<file path="src/hw/rtl/lwbc_pkg.sv">
// Shared types and codes for the LRU write-back block cache.
`default_nettype none
package lwbc_pkg;
  localparam int BLOCK_NUMBER_BITS = 16;
  localparam int DATA_BITS = 64;
  localparam int NUM_BUFFERS_DEFAULT = 16;

  localparam logic [2:0] OP_READ       = 3'd0;
  localparam logic [2:0] OP_WRITE      = 3'd1;
  localparam logic [2:0] OP_SYNC_BLOCK = 3'd2;
  localparam logic [2:0] OP_SYNC_ALL   = 3'd3;
  localparam logic [2:0] OP_FILL       = 3'd4;

  localparam logic [2:0] K_DATA  = 3'd0;
  localparam logic [2:0] K_WB    = 3'd1;
  localparam logic [2:0] K_FETCH = 3'd2;
  localparam logic [2:0] K_DONE  = 3'd3;
  localparam logic [2:0] K_ERR   = 3'd4;

  typedef struct packed {
    logic [2:0]                   operation;
    logic [BLOCK_NUMBER_BITS-1:0] block_number;
    logic [DATA_BITS-1:0]         write_data;
  } cmd_t;

  typedef struct packed {
    logic [2:0]                   kind;
    logic [BLOCK_NUMBER_BITS-1:0] block_number_res;
    logic [DATA_BITS-1:0]         read_data;
    logic                         last;
  } res_t;
endpackage
`default_nettype wire

</file>
<file path="src/hw/rtl/lru_writeback_block_cache_top.sv">
// Top level of the fully associative LRU write-back block cache.
//
// Commands enter on cmd: a transfer happens at a clock edge with start high and
// busy low. Each result appears on result for one cycle with strobe high; the
// receiver cannot stall, so results are never held.
// A command is decoded in the cycle after its transfer; simple results
// (done, error, fill data, write hits) are registered at decode.
// A read hit or a sync_block write-back reads the data memory and shows it from S_MEMOUT.
// A miss allocates in S_ALLOC, after S_MEMOUT when a dirty victim is written back first.
// sync_all gives its write-backs in turn (memory read in S_SALL, then output in
// S_MEMOUT) after the decode, then clears the dirty order in S_SCLR.
// busy stays high until the last result of the command is registered; the
// next command may transfer in the cycle its final result is shown, or in the
// following cycle after sync_all while the dirty order is cleared.
// Tag match, free-slot search and LRU victim choice run in parallel over the
// tag and rank registers; block contents live in a one-port-read data memory.
// Reset clears valid, dirty, ranks and the pending-fill state at once; no
// clearing pass is needed.
`default_nettype none
module lru_writeback_block_cache_top #(
  parameter int NUM_BUFFERS = lwbc_pkg::NUM_BUFFERS_DEFAULT
) (
  input  wire logic          clk,
  input  wire logic          rst,
  input  wire logic          start,
  output logic               busy,
  input  wire lwbc_pkg::cmd_t cmd,
  output logic               strobe,
  output lwbc_pkg::res_t     result
);
  localparam int IW = $clog2(NUM_BUFFERS);
  localparam int CW = $clog2(NUM_BUFFERS + 1);
  localparam int BN = lwbc_pkg::BLOCK_NUMBER_BITS;
  localparam int DB = lwbc_pkg::DATA_BITS;

  typedef enum logic [2:0] {S_IDLE, S_LOOK, S_MEMOUT, S_ALLOC, S_SALL, S_SCLR} state_t;

  state_t state, after;
  lwbc_pkg::cmd_t cmd_q;
  lwbc_pkg::res_t hold;

  logic [NUM_BUFFERS-1:0] valid, dirty;
  logic [BN-1:0] tag [NUM_BUFFERS];
  logic [IW-1:0] rrank [NUM_BUFFERS];
  logic [IW-1:0] drank [NUM_BUFFERS];
  logic [CW-1:0] dcount;
  logic          fill_pending;
  logic [IW-1:0] fill_slot, slot, k;

  logic [DB-1:0] mem [NUM_BUFFERS];
  logic [DB-1:0] mem_rdata;
  logic          mem_we;
  logic [IW-1:0] mem_waddr, mem_raddr;

  logic [NUM_BUFFERS-1:0] match_vec;
  logic          hit, has_free, found_sall;
  logic [IW-1:0] hit_idx, free_idx, victim_idx, sall_idx;
  logic          ok, is_rw;
  logic          touch_en, clean_en, mkdirty_en;
  logic [IW-1:0] touch_idx, clean_idx, mkdirty_idx;
  logic [CW-1:0] touch_r;

  assign busy = (state != S_IDLE);

  always_comb begin
    hit = 1'b0; hit_idx = '0; has_free = 1'b0; free_idx = '0;
    victim_idx = '0; found_sall = 1'b0; sall_idx = '0;
    for (int i = 0; i < NUM_BUFFERS; i++) begin
      match_vec[i] = valid[i] && (tag[i] == cmd_q.block_number);
      if (match_vec[i] && !hit) begin
        hit = 1'b1; hit_idx = IW'(i);
      end
      if (!valid[i] && !has_free) begin
        has_free = 1'b1; free_idx = IW'(i);
      end
      if (rrank[i] == IW'(NUM_BUFFERS - 1)) victim_idx = IW'(i);
      if (dirty[i] && drank[i] == k && !found_sall) begin
        found_sall = 1'b1; sall_idx = IW'(i);
      end
    end
  end

  always_comb begin
    ok = !fill_pending && (cmd_q.operation == lwbc_pkg::OP_READ ||
         cmd_q.operation == lwbc_pkg::OP_WRITE || cmd_q.operation == lwbc_pkg::OP_SYNC_BLOCK ||
         cmd_q.operation == lwbc_pkg::OP_SYNC_ALL);
    is_rw = (cmd_q.operation == lwbc_pkg::OP_READ) || (cmd_q.operation == lwbc_pkg::OP_WRITE);
    touch_en = ((state == S_LOOK) && ok && is_rw && hit) || (state == S_ALLOC);
    touch_idx = (state == S_ALLOC) ? slot : hit_idx;
    touch_r = valid[touch_idx] ? CW'(rrank[touch_idx]) : CW'(NUM_BUFFERS);
    clean_en = (state == S_LOOK) && ok &&
               ((is_rw && !hit && !has_free && dirty[victim_idx]) ||
                (cmd_q.operation == lwbc_pkg::OP_SYNC_BLOCK && hit && dirty[hit_idx]));
    clean_idx = (cmd_q.operation == lwbc_pkg::OP_SYNC_BLOCK) ? hit_idx : victim_idx;
    mkdirty_en = (cmd_q.operation == lwbc_pkg::OP_WRITE) &&
                 (((state == S_LOOK) && ok && hit) || (state == S_ALLOC));
    mkdirty_idx = (state == S_ALLOC) ? slot : hit_idx;
    mem_we = 1'b0; mem_waddr = hit_idx;
    mem_raddr = (state == S_SALL) ? sall_idx : (hit ? hit_idx : victim_idx);
    if (state == S_LOOK && cmd_q.operation == lwbc_pkg::OP_FILL && fill_pending) begin
      mem_we = 1'b1; mem_waddr = fill_slot;
    end else if (mkdirty_en) begin
      mem_we = 1'b1; mem_waddr = mkdirty_idx;
    end
  end

  always_ff @(posedge clk) begin
    if (mem_we) mem[mem_waddr] <= cmd_q.write_data;
    mem_rdata <= mem[mem_raddr];
  end

  always_ff @(posedge clk) begin
    if (rst) begin
      state <= S_IDLE;
      after <= S_IDLE;
      valid <= '0;
      dirty <= '0;
      dcount <= '0;
      fill_pending <= 1'b0;
      fill_slot <= '0;
      slot <= '0;
      k <= '0;
      strobe <= 1'b0;
      for (int i = 0; i < NUM_BUFFERS; i++) begin
        rrank[i] <= '0;
        drank[i] <= '0;
      end
    end else begin
      strobe <= 1'b0;
      if (touch_en) begin
        for (int i = 0; i < NUM_BUFFERS; i++)
          if (IW'(i) != touch_idx && valid[i] && CW'(rrank[i]) < touch_r)
            rrank[i] <= rrank[i] + 1'b1;
        rrank[touch_idx] <= '0;
      end
      if (clean_en) begin
        for (int i = 0; i < NUM_BUFFERS; i++)
          if (IW'(i) != clean_idx && dirty[i] && drank[i] > drank[clean_idx])
            drank[i] <= drank[i] - 1'b1;
        dirty[clean_idx] <= 1'b0;
        drank[clean_idx] <= '0;
        dcount <= dcount - 1'b1;
      end
      unique case (state)
        S_IDLE: begin
          if (start) begin
            cmd_q <= cmd;
            state <= S_LOOK;
          end
        end
        S_LOOK: begin
          state <= S_IDLE;
          strobe <= 1'b1;
          result <= '{kind: lwbc_pkg::K_ERR, block_number_res: cmd_q.block_number,
                      read_data: '0, last: 1'b1};
          if (cmd_q.operation == lwbc_pkg::OP_FILL) begin
            if (fill_pending) begin
              fill_pending <= 1'b0;
              result <= '{kind: lwbc_pkg::K_DATA, block_number_res: tag[fill_slot],
                          read_data: cmd_q.write_data, last: 1'b1};
            end
          end else if (ok) begin
            hold <= '{kind: lwbc_pkg::K_WB, block_number_res: cmd_q.block_number,
                      read_data: '0, last: 1'b1};
            after <= S_IDLE;
            if (is_rw && !hit) begin
              strobe <= 1'b0;
              slot <= has_free ? free_idx : victim_idx;
              if (!has_free && dirty[victim_idx]) begin
                hold <= '{kind: lwbc_pkg::K_WB, block_number_res: tag[victim_idx],
                          read_data: '0, last: 1'b0};
                after <= S_ALLOC;
                state <= S_MEMOUT;
              end else begin
                state <= S_ALLOC;
              end
            end else begin
              case (cmd_q.operation)
                lwbc_pkg::OP_READ: begin
                  strobe <= 1'b0;
                  hold.kind <= lwbc_pkg::K_DATA;
                  state <= S_MEMOUT;
                end
                lwbc_pkg::OP_WRITE: begin
                  result.kind <= lwbc_pkg::K_DONE;
                  if (!dirty[hit_idx]) begin
                    dirty[hit_idx] <= 1'b1;
                    drank[hit_idx] <= IW'(dcount);
                    dcount <= dcount + 1'b1;
                  end
                end
                lwbc_pkg::OP_SYNC_BLOCK: begin
                  if (hit && dirty[hit_idx]) begin
                    strobe <= 1'b0;
                    state <= S_MEMOUT;
                  end else begin
                    result.kind <= lwbc_pkg::K_DONE;
                  end
                end
                default: begin
                  if (dcount == '0) begin
                    result.kind <= lwbc_pkg::K_DONE;
                  end else begin
                    strobe <= 1'b0;
                    k <= '0;
                    state <= S_SALL;
                  end
                end
              endcase
            end
          end
        end
        S_MEMOUT: begin
          strobe <= 1'b1;
          result <= '{kind: hold.kind, block_number_res: hold.block_number_res,
                      read_data: mem_rdata, last: hold.last};
          state <= after;
        end
        S_ALLOC: begin
          valid[slot] <= 1'b1;
          dirty[slot] <= 1'b0;
          drank[slot] <= '0;
          tag[slot] <= cmd_q.block_number;
          strobe <= 1'b1;
          state <= S_IDLE;
          if (cmd_q.operation == lwbc_pkg::OP_READ) begin
            fill_pending <= 1'b1;
            fill_slot <= slot;
            result <= '{kind: lwbc_pkg::K_FETCH, block_number_res: cmd_q.block_number,
                        read_data: '0, last: 1'b1};
          end else begin
            dirty[slot] <= 1'b1;
            drank[slot] <= IW'(dcount);
            dcount <= dcount + 1'b1;
            result <= '{kind: lwbc_pkg::K_DONE, block_number_res: cmd_q.block_number,
                        read_data: '0, last: 1'b1};
          end
        end
        S_SALL: begin
          hold <= '{kind: lwbc_pkg::K_WB, block_number_res: tag[sall_idx],
                    read_data: '0, last: (CW'(k) + 1'b1 == dcount)};
          after <= (CW'(k) + 1'b1 == dcount) ? S_SCLR : S_SALL;
          k <= k + 1'b1;
          state <= S_MEMOUT;
        end
        S_SCLR: begin
          dirty <= '0;
          dcount <= '0;
          for (int i = 0; i < NUM_BUFFERS; i++) drank[i] <= '0;
          state <= S_IDLE;
        end
        default: state <= S_IDLE;
      endcase
    end
  end

`ifndef ASSERT_OFF
  a_busy_after_transfer: assert property (@(posedge clk) disable iff (rst)
    start && !busy |=> busy) else $error("busy not raised after transfer");
  a_fetch_sets_pending: assert property (@(posedge clk) disable iff (rst)
    strobe && result.kind == lwbc_pkg::K_FETCH |-> fill_pending)
    else $error("fetch without pending fill");
  a_unique_tags: assert property (@(posedge clk) disable iff (rst)
    state == S_LOOK |-> $onehot0(match_vec)) else $error("duplicate cached block");
  a_dirty_count: assert property (@(posedge clk) disable iff (rst)
    state == S_IDLE |-> dcount == CW'($countones(dirty))) else $error("dirty count off");
`endif
endmodule
`default_nettype wire

</file>
<file path="config.mk">
export PLATFORM = sky130hd
export DESIGN_NAME = lru_writeback_block_cache_top
export DESIGN_NICKNAME = d
export VERILOG_FILES = /design/src/hw/rtl/lwbc_pkg.sv /design/src/hw/rtl/lru_writeback_block_cache_top.sv
export SDC_FILE = /design/constraint.sdc
export NUM_CORES = 2
export LEC_CHECK = 0
export BUFFER_PORTS_ARGS = -buffer_cell sky130_fd_sc_hd__buf_2
export CORE_MARGIN = 4
export CORE_UTILIZATION = 65
export CTS_CLUSTER_DIAMETER = 200
export DETAILED_ROUTE_END_ITERATION = 7
export PLACE_DENSITY = 0.82
export SYNTH_ARGS = -nofsm -noshare
export SYNTH_HDL_FRONTEND = slang
export SYNTH_SLANG_ARGS = --single-unit
</file>
<file path="constraint.sdc">
create_clock -name clk -period 17.8 [get_ports clk]
set_clock_uncertainty 0.1 [all_clocks]
set_input_delay 2.67 -clock clk [delete_from_list [all_inputs] [get_ports clk]]
set_output_delay 2.67 -clock clk [all_outputs]
set_load 0.01 [all_outputs]
</file>
==> reports/qor.csv <==
metric;value;unit
avgSynthCellArea;13.6;um^2
async_flop_share;0;
final-setup-viol-count;0;
antenna_found_initial;9;
first_global_vias;54300;
port_buffers;171;
drv_cap;0;
cp-start-kind;register;
status;complete, but fails checks;
wl_per_cell;29.3;um
dieWidth;368;um
hold_path_class;reg2reg;
dpl.hpwl;148;mm
cts.sinks;1718;
grt_usage;0.348;
grt_pass1_wl;351;mm
period_share;0.453;
synth_cell_type_count;92;
yosysMostFrequentCell;edfxtp_1;
ys_warn_count;0;
drtIter0Drc;7148;
cts.reportedPaths.clkPinSlew;60;ps
endpoint_kind;register;
hold_viol_final;0;
vias;55600;
synth-main-ff-cell;edfxtp_1;
synth_top_area_frac;0.546;
core_area;128000;um^2
period_needed;8070;ps
cts_resized;0;
cts-root-buf;clkbuf_16;
detail_route.first_pass.iterations;8;
critPathMaxFanout;34;
irDropWorstVdd;0.0910;mV
cts_buffers;173;
syn_nets;6393;
synth_top_cell_by_area;edfxtp_1;
top_level_ports;172;
cts_tree;yes;
htreeDepth;4;
place_inst;7829;
ys_ff_latch;1718;
clk_latency;820;ps
synth.area.top_cells;edfxtp_1 (55%), mux2i_1 (14%), dfxtp_1 (4.5%);
synth_common_cells;edfxtp_1 (1529), mux2i_1 (1187), nand2_1 (281);
grt.overflow.total;0;
die_y;368;um
tightestPinTransition;1350;ps
cp_data_arrival_time;8460;ps
setup_tns;0;ps
slew_headroom;0.0994;
vias_per_cell;6.81;
start_util;0.657;
drv_slew;0;
rsz0062_at_grt;false;
antenna_left;0;
power_leakage;37.0;nW
synth-edff-count;1529;
critPathKind;reg2reg;
nets;6509;
yosysSeqAreaShare;0.591;
instances_no_fill;8154;
cts_setup_buffers;0;
drive_gt1_frac;0.132;
routed_wl;239;mm
grt_max_degree;157;
area_growth;10.3;%
violations;DRC;
max_freq;124;MHz
syn_inst;6159;
cts.hold.buffers_added;0;
cts_buffer_depth;3;
netlist_area;84000;um^2
drcViolationCount;34;
placement_rows;131;
finalWeightedCongestion;1.00;
die-area;135000;um^2
p_per_area;90.0;nW/um^2
cp.required;18200;ps
==> flip-flops by register name, summed over array words and instances (netlist names), 3 cells and up, named ones only <==
register	flops
valid	16
rrank	64
result	84
tag	256
slot	4
after	3
hold	18
dirty	16
drank	64
cmd_q	83
state	3
mem	1024
fill_slot	4
dcount	5
k	4
mem_rdata	64
==> metal layers <==
layer / up-vias / GRT usage / part of all wire
met3: 728 / 0.0770 / 0.099
met5: - / 0 / 0.00022
met1: 27500 / 0.456 / 0.38
met4: 8 / 0.170 / 0.057
li1: 24000 / - / -
met2: 3253 / 0.555 / 0.47
==> worst paths after layout <==
check                             startpoint     endpoint  slack (ps)  cells after the start
worst max register to register     cmd_q[65]  drank[5][3]        9730                     22
worst max-delay path               cmd_q[65]  drank[5][3]        9730                     22
worst min register to register  fill_slot[0]     register         390                      2
worst min-delay path            fill_slot[0]     register         390                      2
==> worst max-delay path: stages, from the launching register on <==
cell and delay [ps]:
edfxtp_1 320, buf_4 400, xor2_1 150, or4b_2 720, nor4_1 510, o211ai_1 170
a2111oi_1 1210, or3_1 600, nand2_1 170, o21ai_2 90, buf_4 360, a211oi_1 130
a311oi_1 260, a31oi_1 70, a21oi_1 850, buf_4 340, ha_1 170, nor2b_1 40
o21a_1 160, o21a_1 160, o2111ai_1 250, nor2_1 130, nand3b_1 310
==> final cells by class <==
type                    count  area [um^2]
multi-input cells        4008        32900
fillers                  8223        35300
clock inverters            84          967
diodes                      5         12.5
clock buffers             236         4830
flip-flops and latches   1718        49700
repair buffers            295         1850
well taps                1729         2160
inverters                  79          297
==> through the flow <==
step                setup slack [ps]  utilization  instance area, um^2  hold slack [ps]  power, mW
floorplan                       7490            -                84000              345       4.65
global placement               10110        0.679                86900              359       4.73
detailed placement              9980        0.679                86900              365       4.73
CTS                             9950        0.724                92700              378       8.37
global route                    9310        0.724                92700              411       8.58
finish                          9730        0.724                92700              387       8.35
==> where the power goes <==
part / total (mW) / internal [mW] / switching, mW / leakage [nW]
sequential: 4.45 / 4.40 / 0.0475 / 15.4
clock: 3.69 / 2.13 / 1.56 / 2.81
combinational: 0.206 / 0.0684 / 0.137 / 18.8
total: 8.35 / 6.60 / 1.75 / 37.0
==> placed cells by master (no fill, tap or decap), types with 62 or more instances in the layout <==
cell type	n
edfxtp_1	1529
a22o_1	78
mux2_2	113
buf_2	171
nand4_1	71
buf_4	119
nor4_1	67
inv_1	78
a211oi_1	141
clkbuf_16	177
ha_1	148
nand3_1	112
mux2i_1	1185
nand2_1	280
nor2_1	244
mux4_2	81
xnor2_1	186
o22ai_1	62
o211ai_1	71
o21ai_0	129
a21oi_1	188
xor2_1	206
dfxtp_1	187
==> cells by family after synthesis <==
kind of cell    Yosys count  share of synthesized area
flops                  1718                      0.591
mux                    1381                      0.178
simple gates           1169                     0.0715
compound gates          918                     0.0749
buf+inv                 433                     0.0212
xor+xnor                392                     0.0408
fa+ha+maj               148                     0.0220
No activity file was read; power rests on OpenSTA's default activity.
